File: config.mk
export PLATFORM = sky130hd
export DESIGN_NAME = tlpt_queue
export DESIGN_NICKNAME = d
export VERILOG_FILES = /design/src/rtl/tlpt_pkg.sv /design/src/rtl/tlpt_queue.sv
export SDC_FILE = /design/constraint.sdc
export NUM_CORES = 1
export LEC_CHECK = 0
export ABC_AREA = 1
export BUFFER_PORTS_ARGS = -buffer_cell sky130_fd_sc_hd__clkbuf_2
export CORE_AREA = 5 5 110 112
export CTS_CLUSTER_DIAMETER = 150
export DETAILED_ROUTE_END_ITERATION = 10
export DIE_AREA = 0 0 115 117
export PLACE_DENSITY = 0.69
export SLEW_MARGIN = 20
export SYNTH_ARGS = -nofsm -noshare
export SYNTH_HDL_FRONTEND = slang
export SYNTH_SLANG_ARGS = --single-unit
File: constraint.sdc
create_clock -name clock -period 4.6 [get_ports clock]
set_input_delay 1.38 -clock clock [delete_from_list [all_inputs] [get_ports clock]]
set_output_delay 1.38 -clock clock [all_outputs]
set_load 0.005 [all_outputs]
File: src/rtl/tlpt_pkg.sv
// Shared types and constants of the two-level page table unit.
`default_nettype none
package tlpt_pkg;

   localparam int TABLE_ENTRIES  = 1024;
   localparam int TAB_AW         = 10;
   localparam int OFFSET_W       = 12;
   localparam int FRAME_W        = 20;
   localparam int SPACE_W        = 2;
   localparam int DIR_IDX_MAX_W  = 16;

   localparam logic MODE_TRANSLATE = 1'b0;
   localparam logic MODE_MAP       = 1'b1;

   localparam logic [1:0] OP_FAULT     = 2'd0;
   localparam logic [1:0] OP_TRANSLATE = 2'd1;
   localparam logic [1:0] OP_MAP       = 2'd2;

   localparam logic [31:0]         ALL_ONES    = 32'hFFFF_FFFF;
   localparam logic [OFFSET_W-1:0] ENTRY_FLAGS = 12'h007;

   typedef struct packed {
      logic        mode;
      logic [31:0] virtual_address;
      logic [31:0] physical_address;
   } tlpt_req_type;

   typedef struct packed {
      logic [31:0] value;
      logic        fault;
   } tlpt_rsp_type;

   // classified command handed from front to back
   typedef struct packed {
      logic [1:0]               op;
      logic [DIR_IDX_MAX_W-1:0] dir;
      logic [TAB_AW-1:0]        tab;
      logic [OFFSET_W-1:0]      offset;
      logic [FRAME_W-1:0]       frame;
   } tlpt_cmd_type;

endpackage
`default_nettype wire

File: src/rtl/tlpt_queue.sv
// Two-entry command queue between front and back.
`default_nettype none
module tlpt_queue (
   input  wire logic                   clock,
   input  wire logic                   reset,
   input  wire logic                   push,
   input  wire tlpt_pkg::tlpt_cmd_type push_data,
   output logic                        full,
   input  wire logic                   pop,
   output logic                        q_valid,
   output tlpt_pkg::tlpt_cmd_type      q_data
);

   tlpt_pkg::tlpt_cmd_type entry_ff [2];
   logic       wr_ptr_ff, wr_ptr_in;
   logic       rd_ptr_ff, rd_ptr_in;
   logic [1:0] count_ff, count_in;

   assign full    = (count_ff == 2'd2);
   assign q_valid = (count_ff != 2'd0);
   assign q_data  = entry_ff[rd_ptr_ff];

   always_comb begin
      wr_ptr_in = wr_ptr_ff ^ push;
      rd_ptr_in = rd_ptr_ff ^ pop;
      count_in  = count_ff;
      if (push && !pop) begin
         count_in = count_ff + 2'd1;
      end else if (pop && !push) begin
         count_in = count_ff - 2'd1;
      end
   end

   always_ff @(posedge clock) begin
      if (reset) begin
         wr_ptr_ff <= 1'b0;
         rd_ptr_ff <= 1'b0;
         count_ff  <= 2'd0;
      end else begin
         wr_ptr_ff <= wr_ptr_in;
         rd_ptr_ff <= rd_ptr_in;
         count_ff  <= count_in;
      end
   end

   always_ff @(posedge clock) begin
      if (push) begin
         entry_ff[wr_ptr_ff] <= push_data;
      end
   end

endmodule
`default_nettype wire

==> qor.csv <==
metric,value,unit
total track usage,0.124,
VDD IR-drop max,0.232,mV
GP Congestion,0.688,
detailed placer's ending HPWL,5310,microns
Initial Util,0.435,
"Reg clk slew, reported paths",0.05,ns
post-route ant nets,0,
cts-stage hold buffer count,0,
Die Y,117,microns
hold crit path type,reg2reg,
Synth cell types,15,
status,"finished, final reports clean",
fin crit period,3.30,ns
n_diodes,0,
Sink Count,124,
fin util,0.557,
first-pass GRT wire length,12300,microns
Setup Buffers After CTS,0,
Sw Pwr,0.000587,W
Slew headroom,0.516,
vias in the first global route,2491,
layout overhead on the synthesized area,27.8,%
area post-placement,5590,sq um
routed vias/inst,4.62,
"commonest non-fill, non-tap cell in the layout",clkbuf_2,
Synth Net Count,283,
Root Buffer,clkbuf_16,
"reg-to-reg slack, setup",2.95,ns
initial antenna violation count,0,
clock skew,0.00524,ns
Net Sw Frac,0.198,
Worst-Margin Slew,0.726,ns
number of DRC markers in iteration 0,117,
"Seq/Total Area, Yosys",0.761,
Die Footprint,13500,sq um
Reg power frac,0.454,
Hold Fails Final Rpt,0,
post-synthesis cell count,216,
f_max,303,MHz
"delay-heaviest family, CP",flip-flops,
final slew viol count,0,
Avg Inst Size Synth,22.4,sq um
clock buffer depth,2,
critical path class,reg2out,
register bit total from synthesis,124,
clock power share,0.450,
# resized after CTS,0,
largest net degree at the start of global routing,35,
Logic pwr share,0.096,
Power Density,479,nW/um^2
CP Data Arrival Time,1.92,ns
# rows,39,
Lkg Pwr,2.52,nW
Internal,0.00238,W
DRC violations left,0,
RSZ-0062 raised after global routing,no,
Final TNS setup,0,ns
CTS tree,built,
fin area,6190,sq um
CP bufs+invs,2,
critical-path cell list,"buf_12, mux2_4, clkbuf_2",
TritonRoute pass-1 iters,3,
max cap viols,0,
Syn. warnings,0,
Placeable Area,11100,sq um
total grt overflow,0,
fin crit share,0.717,
Setup crit end kind,primary output,
number of H-tree levels,4,
CTS buffer count,17,
Final setup viols,0,
Total Wirelength,8000,microns
vias,2366,
Routed WL per cell,15.6,microns
CP Launch Type,register,
Worst-Skew Late Latency,0.39,ns
layout cell share with drive strength beyond 1,0.593,
Worst EP required,3.22,ns
Post-Syn Area,4840,sq um
IO Count,126,
"Max FO, Critical Path",34,
Critical-path top delay cell,dfxtp_4,
most frequent cells in the layout,"125 x clkbuf_2, 120 x edfxtp_1, 59 x mux2_4, 17 x clkbuf_16, 8 x inv_1",
PortBufs,125,
CP max stage delay,0.70,ns
Die Width,115,microns
Final nets,423,
[power groups by stage]
stage | sequential [W] | combinational, W | clock (W)
after global placement | 0.00137 | 0.000286 | 0
after CTS | 0.00135 | 0.000292 | 0.00138
after detailed placement | 0.00137 | 0.000290 | 0
after global routing | 0.00135 | 0.000310 | 0.00143
after floorplan | 0.00136 | 0.000195 | 0
final | 0.00135 | 0.000284 | 0.00134
[synth_stat cells]
master	count	area (sq um)
buf_6	1	11.3
edfxtp_1	120	3600
xnor2_1	1	8.76
nor2_1	4	15.0
o21ai_0	1	5.00
dfxtp_1	4	80.1
mux2_4	59	886
inv_1	8	30.0
nand2_1	5	18.8
nand4_1	1	6.26
buf_12	6	120
ha_1	3	37.5
mux2_2	1	11.3
a21oi_1	1	5.00
nand3_1	1	5.00
[per-layer routing]
| metal | track usage | wire length (microns) | vias up | part of all wire |
|---|---|---|---|---|
| li1 | - | - | 1117 | - |
| met1 | 0.143 | 3330 | 1147 | 0.42 |
| met2 | 0.204 | 3940 | 94 | 0.49 |
| met3 | 0.0519 | 650 | 8 | 0.081 |
| met4 | 0.0556 | 77 | 0 | 0.0096 |
| met5 | 0 | 0 | - | 0 |
[registers in the layout (all words and copies together) (netlist names)]
name	count
entry_ff	120
rd_ptr_ff	1
wr_ptr_ff	1
count_ff	2
[path summary, 6_finish.rpt]
kind                          end  cells past startpoint   startpoint
hold reg to reg       count_ff[0]                      2  count_ff[0]
setup reg to reg  entry_ff[0][58]                      3    wr_ptr_ff
hold / removal        count_ff[0]                      2  count_ff[0]
setup / recovery        q_data[2]                      3    rd_ptr_ff
[through the flow]
| stage | hold WS, ns | total power [W] | cells | setup WS [ns] |
|---|---|---|---|---|
| 6_report | 0.538 | 0.00297 | 512 | 1.30 |
| 5_1_grt | 0.569 | 0.00309 | 512 | 1.21 |
| 4_1_cts | 0.538 | 0.00302 | 512 | 1.26 |
| 3_5_place_dp | 0.530 | 0.00166 | 480 | 1.70 |
| 3_3_place_gp | 0.507 | 0.00165 | 480 | 1.72 |
| 2_1_floorplan | 0.494 | 0.00155 | 216 | 1.33 |
[layout make-up]
cell class | instances | area (sq um)
fillers | 872 | 4930
clock inverters | 13 | 174
clock buffers | 19 | 433
well taps | 143 | 179
inverters | 8 | 30.0
repair buffers | 128 | 686
multi-input cells | 77 | 1000
flip-flops and latches | 124 | 3690
[cell families (layout without fill, tap and decap cells)]
| logic type | after synthesis | after routing | share of synthesized area |
|---|---|---|---|
| flip-flops | 124 | 124 | 0.761 |
| buffers and inverters | 15 | 168 | 0.0333 |
| multiplexers | 60 | 60 | 0.185 |
| XOR/XNOR | 1 | 1 | 0.00181 |
| AO/OA/AOI/OAI | 2 | 2 | 0.00206 |
| AND/OR/NAND/NOR | 11 | 11 | 0.00930 |
| adder cells (fa/ha/maj) | 3 | 3 | 0.00775 |
[worst register-to-register path: cells and delay by family, from the launching register on]
kind                     cells  cell delay (ns)
adder cells (fa/ha/maj)      1             0.64
flip-flops                   1             0.32
buffers and inverters        2             0.37
Power figures use the tool's default switching activity.
