`src/rtl/tlpt_pkg.sv`:
```
// Shared types and constants of the two-level page table unit.
`default_nettype none
package tlpt_pkg;

   localparam int TABLE_ENTRIES  = 1024;
   localparam int TAB_AW         = 10;
   localparam int OFFSET_W       = 12;
   localparam int FRAME_W        = 20;
   localparam int SPACE_W        = 2;
   localparam int DIR_IDX_MAX_W  = 16;

   localparam logic MODE_TRANSLATE = 1'b0;
   localparam logic MODE_MAP       = 1'b1;

   localparam logic [1:0] OP_FAULT     = 2'd0;
   localparam logic [1:0] OP_TRANSLATE = 2'd1;
   localparam logic [1:0] OP_MAP       = 2'd2;

   localparam logic [31:0]         ALL_ONES    = 32'hFFFF_FFFF;
   localparam logic [OFFSET_W-1:0] ENTRY_FLAGS = 12'h007;

   typedef struct packed {
      logic        mode;
      logic [31:0] virtual_address;
      logic [31:0] physical_address;
   } tlpt_req_type;

   typedef struct packed {
      logic [31:0] value;
      logic        fault;
   } tlpt_rsp_type;

   // classified command handed from front to back
   typedef struct packed {
      logic [1:0]               op;
      logic [DIR_IDX_MAX_W-1:0] dir;
      logic [TAB_AW-1:0]        tab;
      logic [OFFSET_W-1:0]      offset;
      logic [FRAME_W-1:0]       frame;
   } tlpt_cmd_type;

endpackage
`default_nettype wire

```
`src/rtl/tlpt_front.sv`:
```
// Front end: address space register, request accept and classification.
`default_nettype none
module tlpt_front #(
   parameter int ADDRESS_SPACES = 4,
   parameter int DIR_ENTRIES    = 4
) (
   input  wire logic                          clock,
   input  wire logic                          reset,
   input  wire logic                          csr_valid,
   output logic                               csr_ready,
   input  wire logic [tlpt_pkg::SPACE_W-1:0]  csr_data,
   input  wire logic                          req_valid,
   output logic                               req_ready,
   input  wire tlpt_pkg::tlpt_req_type        req_data,
   input  wire logic                          blocked,
   input  wire logic                          q_full,
   output logic                               push,
   output tlpt_pkg::tlpt_cmd_type             cmd
);

   logic [tlpt_pkg::SPACE_W-1:0] space_ff, space_in;
   logic [9:0]                   dir;
   logic                         in_range;

   assign csr_ready = 1'b1;

   always_comb begin
      space_in = space_ff;
      if (csr_valid) begin
         space_in = csr_data;
      end
   end

   always_ff @(posedge clock) begin
      if (reset) begin
         space_ff <= '0;
      end else begin
         space_ff <= space_in;
      end
   end

   assign req_ready = !blocked && !q_full;
   assign push      = req_valid && req_ready;

   assign dir      = req_data.virtual_address[31:22];
   assign in_range = (32'(space_ff) < ADDRESS_SPACES) && (32'(dir) < DIR_ENTRIES);

   always_comb begin
      cmd.dir    = tlpt_pkg::DIR_IDX_MAX_W'(32'(space_ff) * DIR_ENTRIES + 32'(dir));
      cmd.tab    = req_data.virtual_address[21:12];
      cmd.offset = req_data.virtual_address[11:0];
      cmd.frame  = req_data.physical_address[31:12];
      if (!in_range) begin
         cmd.op = tlpt_pkg::OP_FAULT;
      end else if (req_data.mode == tlpt_pkg::MODE_MAP) begin
         cmd.op = tlpt_pkg::OP_MAP;
      end else begin
         cmd.op = tlpt_pkg::OP_TRANSLATE;
      end
   end

endmodule
`default_nettype wire

```
`config.mk`:
```
export PLATFORM = sky130hd
export DESIGN_NAME = tlpt_front
export DESIGN_NICKNAME = d
export VERILOG_FILES = /design/src/rtl/tlpt_pkg.sv /design/src/rtl/tlpt_front.sv
export SDC_FILE = /design/constraint.sdc
export NUM_CORES = 1
export LEC_CHECK = 0
export BUFFER_PORTS_ARGS = -buffer_cell sky130_fd_sc_hd__buf_2
export CAP_MARGIN = 20
export CORE_UTILIZATION = 22
export DETAILED_ROUTE_END_ITERATION = 8
export GPL_TIMING_DRIVEN = 0
export HOLD_SLACK_MARGIN = 0.08
export PLACE_DENSITY = 0.77
export SYNTH_ARGS = -nofsm -noshare
export SYNTH_HDL_FRONTEND = slang
export SYNTH_SLANG_ARGS = --single-unit
```
`constraint.sdc`:
```
create_clock -name clock -period 1.7 [get_ports clock]
set_clock_uncertainty 0.15 [all_clocks]
set_input_delay 0.17 -clock clock [delete_from_list [all_inputs] [get_ports clock]]
set_output_delay 0.17 -clock clock [all_outputs]
set_load 0.02 [all_outputs]
```
==> results.py, run 1 <==
metrics = {
    "synth": {
        "syn_avg_cell_area_um2": 7.409,
        "synth_cell_types": 18,
        "ys_warn_count": 0,
        "synth-seq-cells": 2,
        "yosys.area.top_type_share": 0.5693,
        "synth_area_um2": 659.4,
        "synthTopCellsByArea": "buf_4, xnor2_1, dfxtp_1, nor2_1, ha_1",
        "ys_seq_area_frac": 0.06072,
        "syn_inst": 89,
        "yosysTopAreaCell": "buf_4",
    },
    "timing": {
        "finalCriticalPeriod_ns": 2.073,
        "setup_violations": 6,
        "rsz0062_at_grt": "true",
        "timing.fmax_mhz": 482.3,
        "fin_ws_ns": -0.3732,
        "post-route-period-util": 1.220,
        "finalHoldViolCount": 0,
        "slew_violations": 0,
        "timing.hold.ws_ns": 0.1016,
    },
    "worst_setup_path": {
        "critPathLaunchType": "flip-flop",
        "cp_slowest_cell": "dfxtp_2",
        "crit_chain": "ha_4 > inv_2 > fa_2 > and2b_2 > buf_4 > nand2_4 > xnor2_4 > buf_6",
        "max_stage_delay_ns": 0.34,
        "worstSetupPathType": "flip-flop to output port",
        "crit_family": "adder cells",
        "critical_path_buf_inv_count": 3,
        "critPathRequiredTime_ns": 1.38,
        "endpoint_kind": "output port",
        "cp_max_fo": 3,
        "arrival_ns": 1.75,
    },
    "cells_and_area": {
        "top_register": "space_ff",
        "syn2layout_area_growth_pct": 89.75,
        "largest_register_ffs": 2,
        "antenna_cells": 0,
        "multi_input_area_um2": 314.1,
        "seqCellArea_um2": 42.54,
        "drive_gt1_frac": 0.8103,
        "largestRegisters": "space_ff: 2 flops",
        "fill_cells": 289,
        "nNetsFinal": 252,
    },
    "clock_tree": {
        "cts_tree": "built",
        "htreeDepth": 1,
        "numCtsBuffers": 3,
        "clock_latency_ns": 0.22,
        "clockBufferDepth": 2,
        "cts.sinks": 2,
        "root_buffer": "clkbuf_4",
        "clk_pin_slew_ns": 0.03,
    },
    "detailed_routing": {
        "first_pass_iters": 5,
        "num_vias": 792,
        "drc": 18,
        "wl_per_cell_um": 8.151,
        "drt-total-wl_um": 1671,
        "antenna_left": 0,
        "first_iter_violations": 21,
        "vias_per_cell": 3.863,
    },
    "power": {
        "leakagePower_nw": 0.7588,
        "irDropWorstVdd_uv": 321.0,
        "p_per_area_nw_per_um2": 416.6,
    },
    "placed_design": {
        "place_ws_ns": -0.1912,
        "place_congestion": 0.6696,
        "io_buffer_count": 73,
        "dp_hpwl_um": 1444,
    },
    "floorplanning": {
        "coreArea_um2": 2805,
        "start_util": 0.2351,
        "rows": 19,
        "die-area_um2": 3220,
        "ios": 136,
        "die_h_um": 56.75,
        "fp.dieW_um": 56.75,
    },
    "status": {
        "violations": "design-rule violations, negative setup slack",
        "status": "finished with violations",
    },
    "global_route": {
        "grt-ovfl-total": 0,
        "grt_usage": 0.08285,
        "grt_max_degree": 7,
        "antenna_found_initial": 0,
        "grt_pass1_wl_um": 2076,
        "first_global_vias": 534,
    },
    "worst_hold_path": {
        "hp-class": "input pin to flip-flop",
    },
    "flow_run": {
        "maxCapViolCount": 0,
    },
}
[cell type report]
class	instances	area share
well taps	31	0.03100
flip-flops and latches	2	0.03400
plain buffers	50	0.3000
multi-input cells	36	0.2510
repair buffers	78	0.3510
inverters	5	0.01500
clock buffers	3	0.01800
[tightest hold or removal path: cells and delay by family]
family	cells	cell delay (ns)
buffers and inverters	1	0.10
and+or+nand+nor	1	0.09
muxes	1	0.07
[final timing paths]
check                    from     endpoint  slack, ns  depth (start not counted)
setup reg to reg  space_ff[0]  space_ff[0]       0.40                          3
hold / removal      csr_valid  space_ff[1]       0.10                          3
setup / recovery  space_ff[0]      cmd[48]      -0.37                          8
hold reg to reg   space_ff[1]  space_ff[1]       0.40                          2
[synthesized netlist by cell type, drive strengths merged]
master / count
fa: 1
mux2i: 2
and4: 1
nand4: 2
xnor2: 6
and2b: 1
inv: 5
a21o: 1
dfxtp: 2
nand2: 2
nor4: 1
and2: 1
conb: 2
buf: 50
ha: 2
nand3: 2
nor2: 7
and3: 1
[logic make-up after synthesis]
kind of cell | count (synthesis) | synth area share
AO/OA/AOI/OAI | 1 | 0.01139
XOR/XNOR | 6 | 0.07970
adder cells (fa/ha/maj) | 3 | 0.06831
buffers and inverters | 55 | 0.5977
flip-flops | 2 | 0.06072
multiplexers | 2 | 0.03036
other | 2 | 0.01139
AND/OR/NAND/NOR | 18 | 0.1404
[power breakdown]
part	internal [mW]	total [mW]	leakage, nW	switching [mW]
logic	0.178	0.359	0.728	0.181
clock network	0.0782	0.108	0.0138	0.0298
registers	0.0507	0.0538	0.0172	0.00301
total	0.307	0.521	0.759	0.214
[cell usage in the layout, fill, tap and decap left out]
| cell | netlist | routed |
|---|---|---|
| conb_1 | 2 | 6 |
| buf_2 | 0 | 66 |
| nand3_1 | 2 | 2 |
| and4_1 | 1 | 1 |
| and3_4 | 0 | 1 |
| and2_1 | 1 | 1 |
| ha_4 | 0 | 2 |
| fa_2 | 0 | 1 |
| inv_2 | 0 | 2 |
| buf_4 | 50 | 56 |
| buf_6 | 0 | 3 |
| inv_1 | 5 | 3 |
| xnor2_2 | 0 | 2 |
| mux2i_1 | 2 | 2 |
| xnor2_1 | 6 | 3 |
| nor4_1 | 1 | 1 |
| a21o_1 | 1 | 1 |
| nand4_1 | 2 | 2 |
| xnor2_4 | 0 | 1 |
| and2b_2 | 0 | 1 |
| clkbuf_4 | 0 | 3 |
| dlygate4sd3_1 | 0 | 3 |
| nand2_1 | 2 | 1 |
| nor2_1 | 7 | 7 |
| dfxtp_2 | 0 | 2 |
| nand2_4 | 0 | 1 |
[metrics by stage]
stage / power (mW) / utilization / std cells / setup TNS, ns / cell area (µm²)
after floorplan: 0.2917 / - / 93 / -0.09691 / 719.4
after global placement: 0.3848 / 0.4005 / 197 / -0.3580 / 1124
after detailed placement: 0.3877 / 0.4005 / 197 / -0.3693 / 1124
after CTS: 0.5251 / 0.4407 / 204 / -1.023 / 1236
after global routing: 0.5554 / 0.4460 / 205 / -1.537 / 1251
final: 0.5212 / 0.4460 / 205 / -1.041 / 1251
[metal layers]
metal / share of wire / GRT usage
met5: 0 / 0
met4: 0 / 0.03136
met3: 0.18 / 0.02074
met2: 0.54 / 0.1718
met1: 0.28 / 0.07469
[what timing repair did]
action	4_1_cts	5_1_grt
pin swaps	5	1
endpoints found under the hold margin	2	0
hold buffers	3	0
gates resized for setup	16	2
endpoints found under the setup margin	7	8
buffers inserted	1	1
Note: power is estimated with default switching activity, not from simulation.
==> inputs of run 2 (changes only) <==
--- a/config.mk
+++ b/config.mk
@@ -7,11 +7,11 @@
 export LEC_CHECK = 0
 export BUFFER_PORTS_ARGS = -buffer_cell sky130_fd_sc_hd__buf_2
 export CAP_MARGIN = 20
-export CORE_UTILIZATION = 22
+export CORE_UTILIZATION = 24
 export DETAILED_ROUTE_END_ITERATION = 8
 export GPL_TIMING_DRIVEN = 0
 export HOLD_SLACK_MARGIN = 0.08
-export PLACE_DENSITY = 0.77
+export PLACE_DENSITY = 0.8
 export SYNTH_ARGS = -nofsm -noshare
 export SYNTH_HDL_FRONTEND = slang
 export SYNTH_SLANG_ARGS = --single-unit
==> constraint.sdc (replaced) <==
create_clock -name clock -period 2.2 [get_ports clock]
set_clock_uncertainty 0.15 [all_clocks]
set_input_delay 0.11 -clock clock [delete_from_list [all_inputs] [get_ports clock]]
set_output_delay 0.11 -clock clock [all_outputs]
set_load 0.02 [all_outputs]
==> run 2 against run 1 <==
  * The run now ends clean
  * Wire length is 5.6% lower
  * Global-route usage is 0.58 points higher
  * Sequential cell count stayed put
  * Sequential power is 25% lower
  * Utilization is 0.48 points higher
  * Worst hold slack better by 0.18 ns
  * Highest routed layer unchanged
  * Critical endpoint is now cmd[50]
==> results.py, run 2 (synthesis gave the netlist of run 1 again) <==
metrics = {
    "clock_tree": {
        "post_cts_buffers": 0,
        "cts_tree": "built",
        "clock_latency_ns": 0.23,
        "htreeDepth": 1,
        "clockBufferDepth": 2,
        "numCtsBuffers": 3,
        "clk_pin_slew_ns": 0.03,
        "root_buffer": "clkbuf_4",
        "cts.sinks": 2,
    },
    "floorplanning": {
        "rows": 18,
        "coreArea_um2": 2545,
        "fp.dieW_um": 54.42,
        "die-area_um2": 2961,
        "ios": 136,
        "start_util": 0.2591,
        "die_h_um": 54.42,
    },
    "worst_setup_path": {
        "endpoint_kind": "output port",
        "worstSetupPathType": "flip-flop to output port",
        "crit_chain": "ha_2 > inv_1 > fa_2 > and2b_1 > nand4_1 > xnor2_1 > buf_4",
        "rrSetupSlack_ns": 0.87,
        "critical_path_buf_inv_count": 2,
        "cp_max_fo": 3,
        "critPathRequiredTime_ns": 1.94,
        "crit_family": "adder cells",
        "max_stage_delay_ns": 0.34,
        "cp_slowest_cell": "fa_2",
        "critPathLaunchType": "flip-flop",
        "arrival_ns": 1.79,
    },
    "timing": {
        "timing.fmax_mhz": 488.9,
        "setup-tns-final_ns": 0,
        "fin_ws_ns": 0.1544,
        "finalHoldViolCount": 0,
        "post-route-period-util": 0.9298,
        "slew_violations": 0,
        "setup_violations": 0,
        "rsz0062_at_grt": "false",
        "finalCriticalPeriod_ns": 2.046,
    },
    "cells_and_area": {
        "drive_gt1_frac": 0.7457,
        "top_register": "space_ff",
        "largest_register_ffs": 2,
        "layout_common_cells": "buf_2, buf_4, nor2_1",
        "antenna_cells": 0,
        "fin_util": 0.4508,
        "final_area_um2": 1147,
        "fill_cells": 264,
        "nNetsFinal": 251,
        "syn2layout_area_growth_pct": 74.00,
        "final_common_cell": "buf_2",
        "largestRegisters": "space_ff: 2 flops",
    },
    "detailed_routing": {
        "first_iter_violations": 3,
        "num_vias": 782,
        "drc": 0,
        "antenna_left": 0,
        "first_pass_iters": 3,
        "drt-total-wl_um": 1577,
        "vias_per_cell": 3.852,
        "wl_per_cell_um": 7.768,
    },
    "placed_design": {
        "place_congestion": 0.6064,
        "dp_hpwl_um": 1413,
        "place_ws_ns": 0.3132,
        "io_buffer_count": 73,
        "placed_area_um2": 1077,
    },
    "status": {
        "status": "complete, no violations",
    },
    "power": {
        "leakagePower_nw": 0.7170,
        "irDropWorstVdd_uv": 257.8,
        "p_per_area_nw_per_um2": 329.3,
        "total_power_mw": 0.3778,
    },
    "global_route": {
        "grt-ovfl-total": 0,
        "grt_max_degree": 7,
        "grt_pass1_wl_um": 1938,
        "antenna_found_initial": 0,
        "first_global_vias": 561,
        "grt_usage": 0.08862,
    },
    "worst_hold_path": {
        "hp-class": "input pin to output port",
    },
    "flow_run": {
        "maxCapViolCount": 0,
    },
}
-- run 2: cell count changes in the layout (fill, tap and decap cells not counted), sizes merged --
cell,before,now
buf,125,123
dlygate4sd3,3,4
-- run 2: repair_timing --
| item | CTS | global route |
|---|---|---|
| gates resized for setup | 0 | 3 |
| hold buffers | 4 | 0 |
| hold endpoints to repair | 2 | 0 |
| endpoints found under the setup margin | 0 | 1 |
-- run 2: path summary, 6_finish.rpt --
path                                    from           to  depth (start not counted)
worst max-delay path             space_ff[0]      cmd[50]                          7
worst min-delay path            req_data[20]       cmd[8]                          2
worst max register to register   space_ff[1]  space_ff[1]                          3
worst min register to register   space_ff[0]  space_ff[0]                          3
-- run 2: report_power, final --
part,total (mW),leakage [nW],switching [mW],internal [mW]
combinational,0.256,0.687,0.133,0.124
clock,0.0812,0.0138,0.0210,0.0602
sequential,0.0403,0.0165,0.00150,0.0388
-- run 2: through the flow --
step,hold WS [ns],instances
finish,0.2862,203
global route,0.2891,203
CTS,0.2872,203
detailed placement,0.1455,196
global placement,0.1377,196
floorplan,0.03238,93
-- run 2: final cells by class --
class	instances	area (µm²)	share of cell area
Timing Repair Buffer	77	407.9	0.3555
Buffer	50	375.4	0.3272
Multi-Input combinational cell	36	245.2	0.2137
Sequential cell	2	40.04	0.03490
Tap cell	30	37.54	0.03272
Clock buffer	3	22.52	0.01963
Inverter	5	18.77	0.01636
-- run 2: per-layer routing --
layer	global-route usage	share of wire	vias up
met5	0	0	-
met4	0.02564	0	0
met3	0.02500	0.15	0
met2	0.1972	0.56	66
met1	0.06992	0.29	327
li1	-	-	389
